## src/design/cdbd_pkg.sv

```systemverilog
// shared constants, types and calendar table functions for the date difference core
package cdbd_pkg;

	localparam int unsigned MAX_YEAR_DEF = 9999;

	localparam int unsigned YEAR_W   = 14;
	localparam int unsigned MONTH_W  = 4;
	localparam int unsigned DAY_W    = 5;
	localparam int unsigned COUNT_W  = 22;
	// serial day numbers reach about 6.0e6 for the largest 14-bit year
	localparam int unsigned SERIAL_W = 23;
	// month offset plus day, at most 365
	localparam int unsigned OFF_W    = 10;
	// quotient by 100 of a year plus at most 399, at most 167
	localparam int unsigned QUOT_W   = 8;
	// compare width that holds any year limit up to 65535
	localparam int unsigned YCMP_W   = 17;

	// floor(x / 100) for x < 2**15 as (x * ceil(2**21 / 100)) >> 21
	localparam int unsigned DIV100_SHIFT = 21;
	localparam int unsigned DIV100_MUL   = (2 ** DIV100_SHIFT + 99) / 100;
	localparam int unsigned DIV100_PW    = 30;

	localparam int unsigned DAYS_PER_YEAR = 365;
	localparam int unsigned FEBRUARY      = 2;
	localparam int unsigned DECEMBER      = 12;

	// per-stage load enables handed to each lane
	typedef struct packed {
		logic en_s1;
		logic en_s2;
		logic en_s3;
	} cdbd_lane_en_t;

	// what one lane hands to the merge stage
	typedef struct packed {
		logic                ok;
		logic [SERIAL_W-1:0] serial;
	} cdbd_lane_res_t;

	function automatic logic [QUOT_W-1:0] div100(input logic [YEAR_W:0] x);
		logic [DIV100_PW-1:0] prod;
		prod = DIV100_PW'(x) * DIV100_PW'(DIV100_MUL);
		return prod[DIV100_SHIFT +: QUOT_W];
	endfunction

	function automatic logic [DAY_W-1:0] month_len(input logic [MONTH_W-1:0] m);
		logic [DAY_W-1:0] len;
		unique case (m)
			4'd1, 4'd3, 4'd5, 4'd7, 4'd8, 4'd10, 4'd12: len = 5'd31;
			4'd4, 4'd6, 4'd9, 4'd11:                    len = 5'd30;
			4'd2:                                       len = 5'd28;
			default:                                    len = 5'd0;
		endcase
		return len;
	endfunction

	function automatic logic [OFF_W-1:0] days_before(input logic [MONTH_W-1:0] m);
		logic [OFF_W-1:0] n;
		unique case (m)
			4'd1:    n = 10'd0;
			4'd2:    n = 10'd31;
			4'd3:    n = 10'd59;
			4'd4:    n = 10'd90;
			4'd5:    n = 10'd120;
			4'd6:    n = 10'd151;
			4'd7:    n = 10'd181;
			4'd8:    n = 10'd212;
			4'd9:    n = 10'd243;
			4'd10:   n = 10'd273;
			4'd11:   n = 10'd304;
			4'd12:   n = 10'd334;
			default: n = 10'd0;
		endcase
		return n;
	endfunction

endpackage

```

## src/design/calendar_days_between_dates_core.sv

```systemverilog
// top level of the gregorian date difference core
// Takes two dates (year, month, day) per input beat and returns one result beat with
// the absolute number of days between them, or date_error set and a zero count when
// either date is not a valid Gregorian date (year above MAX_YEAR, month outside 1..12,
// day zero or past the month length with the 4/100/400 leap rule; year 0 is a leap year).
// Each date runs through its own lane that checks it and forms a serial day number
// counted from 0000-01-01 by closed form with constant divisors; a merge stage then
// takes the difference. A beat passes three lane stages, then the merge register. A new
// date pair is taken every cycle unless a result held on out_ready backs up the pipe:
// each stage holds its own valid bit, so a bubble anywhere is filled even while a finished
// result waits on out_ready. Nothing is kept between items and there is no configuration.
module calendar_days_between_dates_core #(
	parameter int unsigned MAX_YEAR = cdbd_pkg::MAX_YEAR_DEF
) (
	input  logic                              clk,
	input  logic                              arst_n,
	input  logic                              in_valid,
	output logic                              in_ready,
	input  logic [cdbd_pkg::YEAR_W-1:0]       year_a,
	input  logic [cdbd_pkg::MONTH_W-1:0]      month_a,
	input  logic [cdbd_pkg::DAY_W-1:0]        day_a,
	input  logic [cdbd_pkg::YEAR_W-1:0]       year_b,
	input  logic [cdbd_pkg::MONTH_W-1:0]      month_b,
	input  logic [cdbd_pkg::DAY_W-1:0]        day_b,
	output logic                              out_valid,
	input  logic                              out_ready,
	output logic [cdbd_pkg::COUNT_W-1:0]      day_count,
	output logic                              date_error
);
	import cdbd_pkg::*;

	// per-stage occupancy
	logic valid_s1, valid_s2, valid_s3, valid_s4;
	// a stage can load when it is empty or its content moves on this cycle
	logic rdy_s1, rdy_s2, rdy_s3, rdy_s4;
	cdbd_lane_en_t lane_en;
	logic          merge_en;
	cdbd_lane_res_t res_a, res_b;

	assign rdy_s4 = !valid_s4 || out_ready;
	assign rdy_s3 = !valid_s3 || rdy_s4;
	assign rdy_s2 = !valid_s2 || rdy_s3;
	assign rdy_s1 = !valid_s1 || rdy_s2;

	assign in_ready  = rdy_s1;
	assign out_valid = valid_s4;

	// payload registers load only when a real beat enters the stage
	assign lane_en.en_s1 = in_valid && rdy_s1;
	assign lane_en.en_s2 = valid_s1 && rdy_s2;
	assign lane_en.en_s3 = valid_s2 && rdy_s3;
	assign merge_en      = valid_s3 && rdy_s4;

	always_ff @(posedge clk or negedge arst_n) begin
		if (!arst_n) begin
			valid_s1 <= 1'b0;
			valid_s2 <= 1'b0;
			valid_s3 <= 1'b0;
			valid_s4 <= 1'b0;
		end else begin
			if (rdy_s1) valid_s1 <= in_valid;
			if (rdy_s2) valid_s2 <= valid_s1;
			if (rdy_s3) valid_s3 <= valid_s2;
			if (rdy_s4) valid_s4 <= valid_s3;
		end
	end

	// lane for the first date
	cdbd_lane #(
		.MAX_YEAR(MAX_YEAR)
	) u_lane_a (
		.clk  (clk),
		.en   (lane_en),
		.year (year_a),
		.month(month_a),
		.day  (day_a),
		.res  (res_a)
	);

	// lane for the second date
	cdbd_lane #(
		.MAX_YEAR(MAX_YEAR)
	) u_lane_b (
		.clk  (clk),
		.en   (lane_en),
		.year (year_b),
		.month(month_b),
		.day  (day_b),
		.res  (res_b)
	);

	// difference and error flag, also the output register
	cdbd_merge u_merge (
		.clk       (clk),
		.en        (merge_en),
		.res_a     (res_a),
		.res_b     (res_b),
		.day_count (day_count),
		.date_error(date_error)
	);

	// an error beat always carries a zero count
	a_err_zero: assert property (@(posedge clk) disable iff (!arst_n)
		(out_valid && date_error) |-> (day_count == '0))
		else $error("error beat with nonzero day count");

	// an accepted input beat occupies stage one on the next cycle
	a_in_lands: assert property (@(posedge clk) disable iff (!arst_n)
		(in_valid && in_ready) |=> valid_s1)
		else $error("accepted beat lost at stage one");

	// a beat leaving the last lane stage shows up at the output next cycle
	a_merge_lands: assert property (@(posedge clk) disable iff (!arst_n)
		(valid_s3 && rdy_s4) |=> out_valid)
		else $error("beat lost between lanes and merge stage");

endmodule

```

## src/design/cdbd_lane.sv

```systemverilog
// one date lane: validity check and serial day number, three stages
module cdbd_lane #(
	parameter int unsigned MAX_YEAR = cdbd_pkg::MAX_YEAR_DEF
) (
	input  logic                              clk,
	input  cdbd_pkg::cdbd_lane_en_t           en,
	input  logic [cdbd_pkg::YEAR_W-1:0]       year,
	input  logic [cdbd_pkg::MONTH_W-1:0]      month,
	input  logic [cdbd_pkg::DAY_W-1:0]        day,
	output cdbd_pkg::cdbd_lane_res_t          res
);
	import cdbd_pkg::*;

	// stage 1: constant multiplies
	logic [YEAR_W-1:0]   year_s1;
	logic [MONTH_W-1:0]  month_s1;
	logic [DAY_W-1:0]    day_s1;
	logic [SERIAL_W-1:0] y365_s1;
	logic [QUOT_W-1:0]   q100_s1;
	logic [QUOT_W-1:0]   qc100_s1;
	logic [QUOT_W-1:0]   qc400_s1;

	always_ff @(posedge clk) begin
		if (en.en_s1) begin
			year_s1  <= year;
			month_s1 <= month;
			day_s1   <= day;
			y365_s1  <= SERIAL_W'(year) * SERIAL_W'(DAYS_PER_YEAR);
			q100_s1  <= div100({1'b0, year});
			qc100_s1 <= div100({1'b0, year} + (YEAR_W+1)'(99));
			// ceil(y/400) = floor(floor((y+399)/100)/4)
			qc400_s1 <= div100({1'b0, year} + (YEAR_W+1)'(399));
		end
	end

	// stage 2: leap rule, validity, year base and month offset
	logic [YEAR_W-1:0]   rem100;
	logic                leap;
	logic [DAY_W-1:0]    len;
	logic                ok;
	logic [SERIAL_W-1:0] base;
	logic [OFF_W-1:0]    off;

	always_comb begin
		rem100 = year_s1 - YEAR_W'(YEAR_W'(q100_s1) * YEAR_W'(100));
		// divisible by 4 and not by 100, or by 400 (then y/100 is divisible by 4)
		leap   = (year_s1[1:0] == 2'b00) && ((rem100 != '0) || (q100_s1[1:0] == 2'b00));
		len    = month_len(month_s1);
		if (leap && (month_s1 == MONTH_W'(FEBRUARY))) begin
			len = len + DAY_W'(1);
		end
		ok     = ({(YCMP_W-YEAR_W)'(0), year_s1} <= YCMP_W'(MAX_YEAR))
		         && (month_s1 != '0) && (month_s1 <= MONTH_W'(DECEMBER))
		         && (day_s1 != '0) && (day_s1 <= len);
		base   = y365_s1
		         + SERIAL_W'(({1'b0, year_s1} + (YEAR_W+1)'(3)) >> 2)
		         - SERIAL_W'(qc100_s1)
		         + SERIAL_W'(qc400_s1 >> 2);
		off    = days_before(month_s1) + OFF_W'(day_s1) - OFF_W'(1);
		if (leap && (month_s1 > MONTH_W'(FEBRUARY))) begin
			off = off + OFF_W'(1);
		end
	end

	logic                ok_s2;
	logic [SERIAL_W-1:0] base_s2;
	logic [OFF_W-1:0]    off_s2;

	always_ff @(posedge clk) begin
		if (en.en_s2) begin
			ok_s2   <= ok;
			base_s2 <= base;
			off_s2  <= off;
		end
	end

	// stage 3: final serial day number
	logic                ok_s3;
	logic [SERIAL_W-1:0] serial_s3;

	always_ff @(posedge clk) begin
		if (en.en_s3) begin
			ok_s3     <= ok_s2;
			serial_s3 <= base_s2 + SERIAL_W'(off_s2);
		end
	end

	assign res.ok     = ok_s3;
	assign res.serial = serial_s3;

endmodule

```

## src/design/cdbd_merge.sv

```systemverilog
// merge stage: absolute difference of the two lanes and the error flag
module cdbd_merge (
	input  logic                          clk,
	input  logic                          en,
	input  cdbd_pkg::cdbd_lane_res_t      res_a,
	input  cdbd_pkg::cdbd_lane_res_t      res_b,
	output logic [cdbd_pkg::COUNT_W-1:0]  day_count,
	output logic                          date_error
);
	import cdbd_pkg::*;

	logic [SERIAL_W-1:0] diff;
	logic                err;
	logic [COUNT_W-1:0]  count_s4;
	logic                err_s4;

	always_comb begin
		diff = (res_a.serial > res_b.serial) ? (res_a.serial - res_b.serial)
		                                     : (res_b.serial - res_a.serial);
		err  = !(res_a.ok && res_b.ok);
	end

	always_ff @(posedge clk) begin
		if (en) begin
			err_s4   <= err;
			count_s4 <= err ? '0 : diff[COUNT_W-1:0];
		end
	end

	assign day_count  = count_s4;
	assign date_error = err_s4;

endmodule

```

## config.mk

```make
export PLATFORM = sky130hd
export DESIGN_NAME = calendar_days_between_dates_core
export DESIGN_NICKNAME = d
export VERILOG_FILES = /design/src/design/cdbd_pkg.sv /design/src/design/calendar_days_between_dates_core.sv /design/src/design/cdbd_lane.sv /design/src/design/cdbd_merge.sv
export SDC_FILE = /design/constraint.sdc
export NUM_CORES = 2
export LEC_CHECK = 0
export BUFFER_PORTS_ARGS = -buffer_cell sky130_fd_sc_hd__clkbuf_2
export CAP_MARGIN = 10
export CORE_MARGIN = 2
export CORE_UTILIZATION = 55
export DETAILED_ROUTE_END_ITERATION = 16
export GPL_TIMING_DRIVEN = 0
export PLACE_DENSITY = 0.69
export SLEW_MARGIN = 20
export SYNTH_ARGS = -nofsm -noshare
export SYNTH_HDL_FRONTEND = slang
export SYNTH_HIERARCHICAL = 1
export SYNTH_SLANG_ARGS = --single-unit
export TNS_END_PERCENT = 1
```

## constraint.sdc

```tcl
create_clock -name clk -period 17 [get_ports clk]
set_clock_uncertainty 0.15 [all_clocks]
set_input_delay 1.7 -clock clk [delete_from_list [all_inputs] [get_ports clk]]
set_output_delay 1.7 -clock clk [all_outputs]
set_load 0.02 [all_outputs]
```

# After elaboration in Yosys (flattened, before gate mapping)

Memory sizes are Yosys's and may differ from the RTL's. A register that Yosys moved wholly into a read port is not among the register bits.
Cells that the tools add are included.

Add/sub/neg operators: 26
Multipliers: 10
Div/mod/pow operators: 0
$lt $le $gt $ge: 9
Equal/unequal tests: 2
Shift operators: 0
Muxes and demuxes: 9
Bitwise gates (word level): 0
Reductions and logical operators: 40

Operator list:

| cell                                                 | number |
|---|---|
| multiplier 15 x 13 -> 27 bit (second input constant) | 4 |
| multiplier 14 x 13 -> 27 bit (second input constant) | 2 |
| adder 23 x 10 -> 23 bit                              | 2 |
| adder 23 x 21 -> 23 bit                              | 2 |
| adder 23 x 6 -> 23 bit                               | 2 |
| multiplier 14 x 9 -> 23 bit (second input constant)  | 2 |
| subtractor 23 x 8 -> 23 bit                          | 2 |
| subtractor 22 bit                                    | 2 |
| adder 14 x 2 -> 15 bit (second input constant)       | 2 |
| adder 14 x 7 -> 15 bit (second input constant)       | 2 |
| adder 14 x 9 -> 15 bit (second input constant)       | 2 |
| <= comparator 14 bit (second input constant)         | 2 |
| nonzero test 14 bit                                  | 2 |
| subtractor 14 bit                                    | 2 |
| multiplier 8 x 5 -> 12 bit (second input constant)   | 2 |
| > comparator 23 bit                                  | 1 |
| two-way mux 22 bit                                   | 1 |
| adder 10 x 1 -> 10 bit (second input constant)       | 2 |
| adder 10 x 5 -> 10 bit                               | 2 |
| two-way mux 10 bit                                   | 2 |
| subtractor 10 x 1 -> 10 bit (second input constant)  | 2 |
| logical AND 1 bit                                    | 19 |
| two-way mux 4 bit                                    | 4 |
| adder 5 x 1 -> 5 bit (second input constant)         | 2 |
| 10 further kinds                                     | 29 |

Bits in registers: 283
Latch bits: 0
Memory bits (writable): 0
ROM bits: 448
Bits of input ports: 50
Output and inout bits: 25
Logic and storage cells: 130
Memories kept: 4

Memory list:

| name            | depth | bits a word | read ports | clocked after Yosys merged registers in | wr ports | RTL line       | source |
|---|---|---|---|---|---|---|---|
| (no name shown) | 16    | 9           | 1          | 1                                       | 0        | cdbd_pkg.sv:60 | `unique case (m)` |
| (no name shown) | 16    | 9           | 1          | 1                                       | 0        | cdbd_pkg.sv:60 |  |
| (no name shown) | 16    | 5           | 1          | 1                                       | 0        | cdbd_pkg.sv:49 | `unique case (m)` |
| (no name shown) | 16    | 5           | 1          | 1                                       | 0        | cdbd_pkg.sv:49 |  |

# Logic depth before layout (Yosys ltp)

Depth in word-level cells: 9
Mapped depth: 27
Depth with buffers taken out: 27

# Modules after synthesis

The synthesis kept the hierarchy.

By module, submodules not included:

| module                           | times used | cells each | area each (µm²) | sequential area each (µm²) |
|---|---|---|---|---|
| cdbd_lane (u_lane_b)             | 1          | 2,094      | 21,508.1        | 3,963.8 |
| cdbd_lane (u_lane_a)             | 1          | 2,046      | 21,336.7        | 3,963.8 |
| cdbd_merge                       | 1          | 411        | 3,288.2         | 690.7 |
| calendar_days_between_dates_core | 1          | 16         | 183.9           | 100.1 |

# Least setup slack after synthesis

OpenSTA, ideal clock, no wires.

Kind: input -> register
Start: input out_ready
End: register (tool-made name)
Setup time: 133 ps
Data arrival time: 13,203 ps
Required time: 16,717 ps
Setup slack: 3,514 ps
Stages on the path: 8
Path buffers: 1
Cells stage by stage: and4b_4 -> a21boi_0 -> clkbuf_1 -> mux2i_1 -> inv_1 -> ha_1 -> o211ai_1 -> o21ai_0

RTL lines:

| element            | RTL line                               | source |
|---|---|---|
| start: declaration | calendar_days_between_dates_core.sv:26 | `input logic out_ready,` |

# Worst setup path after layout

Start: input year_b[0] (netlist bit)
End: register u_lane_b.qc400_s1[7], data pin

Word-level cells in the longest chain between the ends: 2

Ends and longest elaborated chain:

| element                      | RTL line                               | source |
|---|---|---|
| start: declaration           | calendar_days_between_dates_core.sv:22 | `input logic [cdbd_pkg::YEAR_W-1:0] year_b,` |
| adder 14 x 9 -> 15 bit       | cdbd_lane.sv:32                        | `qc400_s1 <= div100({1'b0, year} + (YEAR_W+1)'(399));` |
| multiplier 15 x 13 -> 27 bit | cdbd_pkg.sv:43                         | `prod = DIV100_PW'(x) * DIV100_PW'(DIV100_MUL);` |
| end signal: assignment       | cdbd_lane.sv:32                        |  |
| end: declaration             | cdbd_lane.sv:21                        | `logic [QUOT_W-1:0] qc400_s1;` |

Every way passes these cells.
A chain may end at the register's enable or synchronous reset.

==> reports/results.txt <==
After Yosys synthesis, and, or, nand and nor cells account for 7.132% of the synthesized area. Entering global routing, the biggest net connects 33 pins. The count of antenna-violating nets left after detailed routing is 0. In the final layout, the share of cells above drive strength 1 is 4.461%. The compound-cell area share of the yosys netlist came out at 9.425%. The register-to-register setup slack is 9.95 ns, and the detailed route wirelength on metal2 is 46.04 mm.

The HPWL reported at the end of detailed placement was 82.10 mm. The smallest clock period supported by the final layout is computed as 8.920 ns. Wire length on met3: 3.103 mm. The critical path is of the in2reg type. Hold repair after CTS inserted 0 buffers.

The placed instances occupy a cell area of 0.04829 sq mm. Sorting the synthesized cells by area gives the leading types as sky130_fd_sc_hd__ha_1, sky130_fd_sc_hd__fa_1, sky130_fd_sc_hd__edfxtp_1, sky130_fd_sc_hd__inv_1, sky130_fd_sc_hd__xnor2_1. The aggregate routed wire length was 95.44 mm. Synthesis produced 4567 cells.

Via count of the first global-routing pass: 31.89k. Of all cell types, the one taking the most synthesized area is sky130_fd_sc_hd__ha_1. From synthesis to final layout, the design area changed by 6.394%.

Based on the critical path, the design can be clocked at up to 112.1 MHz. Data on the critical path is required at its endpoint by 17.17 ns. The number of design-rule violations left by the first detailed-router iteration is 1448. The startpoint of the lowest-slack register-to-register path is u_lane_a/q100_s1[2]$_DFFE_PP_. The library cell used most frequently in the layout, excluding fill and tap cells, is sky130_fd_sc_hd__inv_1.

For the number of antenna violations at the first check in global routing, the log shows 0. The logs give 55.43% for the effective utilization at floorplan and 0.04632 sq mm for the mapped cell area. The flow ran to the end, and the final reports show no timing, DRC or antenna violations. For this run, the slowest stage of the critical path takes 0.71 ns. STA classifies the critical path endpoint as a register. The net count of the finished layout is 6227.

The clock drives 299 sinks. For the global-route usage over all layers, the log shows 22.87%. The slew at the pin closest to its max-slew limit was 1.022 ns. The tools report the startpoint kind of the worst setup timing path as a primary input.

The average wire length per cell after detail routing was 16.49 microns. The tools report the clock network latency to the later pin of the worst-skew pair as 0.58 ns. Highest-delay cell along the critical path: sky130_fd_sc_hd__xnor2_1. The average instance in the mapped netlist occupies 10.14 sq um. For hold timing, the worst endpoint is u_lane_a/ok_s3$_DFFE_PP_.

The logs give 1 for the count of H-tree levels built during CTS and 0 for the DRC violation count after routing. The highest metal layer with signal wires is met4. The number of iterations in the first detailed-routing pass was 5. Clock root buffer master: sky130_fd_sc_hd__clkbuf_16. After Yosys synthesis, XOR and XNOR cells account for 5.749% of the synthesized area. The register bit total from synthesis works out to 299.

The total area inside the core boundary comes to 0.08356 sq mm. For this run, the leading register cell type out of synthesis is sky130_fd_sc_hd__edfxtp_1. Setup repair after global routing left no endpoint under its margin. Clock tree synthesis inserted a total of 31 buffers. The arrival time of the worst setup path was 9.09 ns; the multi-input combinational cell area was 0.03332 sq mm. After synthesis, flip-flops and latches occupy 18.82% of the total area. The I/O pin total was 75. The first global-routing pass estimated 160.5 mm of wire.

For the count of final max-slew check failures, the log shows 0. For the count of cells resized by post-cts repair, the log shows 0. The share of synthesized registers carrying an async set or reset is 1.338%, and the length in cells of the worst reg-to-reg path is 24. Counting along the longest clock path gives a buffer depth of 3.

The total of max-cap violations came out at 0. The final critical path takes up 52.47% of the cycle. The tools report the launch point of the worst hold path as u_lane_a/ok_s2$_DFFE_PP_. Aggregate global routing overflow: 0. Summed over its instances, the top area cell type makes up 26.37% of the synthesized netlist area. Setup violations remaining at the end of the flow were counted as 0.

The multiplexer share of the synthesized area is 0.8185%. At the end of routability-driven placement, the weighted congestion stood at 0.8937. In this run the critical register-to-register path is captured at u_lane_a/ok_s2$_DFFE_PP_.

The number of enable-type register cells in the synthesized netlist is 271, and the number of warnings issued by yosys is 6. The logs give 0.008718 sq mm for the area taken by flip-flops and latches and 31.36% for the worst max-slew margin expressed relative to the limit. After clock tree synthesis, the clock-pin slew on the worst setup and hold paths is 0.06 ns.

The path class of the tightest hold or removal check is reg2reg. The total buffers and inverters traversed by the critical path was 4. Setup slack closes at 8.080 ns. Buffers placed on the I/O ports in this run total 74.

TritonCTS built the clock tree. Category of cells accounting for the largest share of critical-path delay: adder cells. Synthesized-area fraction occupied by adder cells: 48.75%.

The largest fanout on the critical path works out to 13. The tools report the startpoint of the most critical setup path as year_b[0]. Fill cells in the final layout number 7150. The detailed router placed 30.93k vias in this run. The die is 294.2 microns wide.

The library cells used most frequently in the layout, excluding fill and tap cells, are sky130_fd_sc_hd__inv_1, sky130_fd_sc_hd__ha_1, sky130_fd_sc_hd__fa_1, sky130_fd_sc_hd__edfxtp_1, sky130_fd_sc_hd__xnor2_1. The tools report the hold violation total from the final report as 0. The number of nets in the synthesized netlist is 6111. Yosys mapped the design onto 103 distinct sky130hd cell types. The number of vias per cell is 5.343, and the number of cells on the worst hold path is 0.

In this run the post-CTS setup repair buffer count came out at 0. The die covers 0.08655 sq mm. The tools report the row count as 106. Prior to clock tree synthesis, the placed netlist has a worst setup slack of 7.443 ns. The wire length on met1 is 43.80 mm, and the summed area of non-filler cells in the final layout is 0.04928 sq mm. The die boundary height is 294.2 microns.

After synthesis, the largest family of logic cells by area is adder cells.
==> cells in the mapped netlist (35+ instances only) <==
cell type,instances
sky130_fd_sc_hd__a21o_1,77
sky130_fd_sc_hd__a21oi_1,184
sky130_fd_sc_hd__and3_1,35
sky130_fd_sc_hd__edfxtp_1,271
sky130_fd_sc_hd__fa_1,518
sky130_fd_sc_hd__ha_1,976
sky130_fd_sc_hd__inv_1,1102
sky130_fd_sc_hd__nand2_1,148
sky130_fd_sc_hd__nand3_1,62
sky130_fd_sc_hd__nand4_1,37
sky130_fd_sc_hd__nor2_1,163
sky130_fd_sc_hd__nor2b_1,46
sky130_fd_sc_hd__nor3_1,40
sky130_fd_sc_hd__o21ai_0,118
sky130_fd_sc_hd__xnor2_1,228
sky130_fd_sc_hd__xor2_1,76
==> cell type report <==
class                   count  area share, %
clock buffers              37          1.620
well taps                1080          2.742
flip-flops and latches    299          17.69
repair buffers             83          1.224
multi-input cells        3137          67.61
diodes                      1       0.005078
clock inverters            20         0.3631
plain buffers              29         0.3453
inverters                1102          8.394
==> worst max-delay path by stage <==
stage | slack, ns | depth (start not counted) | to
after detailed placement | 7.44 | 25 | u_lane_b/qc400_s1[7]$_DFFE_PP_
final | 8.08 | 25 | u_lane_b/qc400_s1[7]$_DFFE_PP_
after floorplan | 3.51 | 8 | register
after CTS | 8.03 | 25 | u_lane_b/qc400_s1[7]$_DFFE_PP_
after global placement | -0.87 | 8 | register
after global routing | 7.53 | 25 | u_lane_b/qc400_s1[7]$_DFFE_PP_
==> cell families after synthesis <==
| kind of cell | after synthesis |
|---|---|
| compound gates | 651 |
| xor+xnor | 304 |
| fa+ha+maj | 1494 |
| buf+inv | 1131 |
| flops | 299 |
| mux | 36 |
| simple gates | 652 |
==> per-layer routing <==
layer,up-vias,GRT usage (%)
li1,15338,-
met1,14952,31.31
met2,513,39.30
met3,124,1.624
met4,0,6.048
met5,-,0
==> flip-flops by register name (all words and copies together), names as in the netlist, 14 cells and up, named ones only <==
signal              count
u_lane_a/base_s2       23
u_lane_a/serial_s3     23
u_lane_a/y365_s1       21
u_lane_a/year_s1       14
u_lane_b/base_s2       23
u_lane_b/serial_s3     23
u_lane_b/y365_s1       21
u_lane_b/year_s1       14
u_merge/day_count      22
==> worst reg2reg max path: stages (launching register included) <==
cell and delay [ns]:
sky130_fd_sc_hd__edfxtp_1 0.45, sky130_fd_sc_hd__ha_1 0.33, sky130_fd_sc_hd__ha_1 0.31, sky130_fd_sc_hd__fa_1 0.47
sky130_fd_sc_hd__ha_1 0.36, sky130_fd_sc_hd__nor2b_1 0.15, sky130_fd_sc_hd__o21ai_0 0.18, sky130_fd_sc_hd__nand2b_1 0.11
sky130_fd_sc_hd__a21o_1 0.19, sky130_fd_sc_hd__a21oi_1 0.17, sky130_fd_sc_hd__xor2_1 0.16, sky130_fd_sc_hd__ha_1 0.28
sky130_fd_sc_hd__xor2_1 0.15, sky130_fd_sc_hd__or4_4 0.43, sky130_fd_sc_hd__a2111oi_4 0.48, sky130_fd_sc_hd__a21oi_2 0.21
sky130_fd_sc_hd__mux2i_1 0.25, sky130_fd_sc_hd__ha_1 0.27, sky130_fd_sc_hd__nor2b_1 0.13, sky130_fd_sc_hd__o21a_1 0.15
sky130_fd_sc_hd__o21ai_0 0.17, sky130_fd_sc_hd__nand2b_1 0.08, sky130_fd_sc_hd__a21oi_1 0.13, sky130_fd_sc_hd__a31oi_1 0.07
sky130_fd_sc_hd__a2111oi_0 0.88
==> stage by stage <==
stage                     hold slack, ns  utilization [%]  instances  TNS, ns
after floorplan                   0.2503                -       4567        0
after global placement            0.2572            57.49       5721   -16.91
after detailed placement          0.2598            57.80       5730        0
after CTS                         0.2696            58.97       5787        0
after global routing              0.2830            58.97       5787        0
final                             0.2675            58.98       5788        0
Power is left out: the tool's default activity adds up to more than one toggle a clock period on the data nets, which glitch-free logic cannot reach.
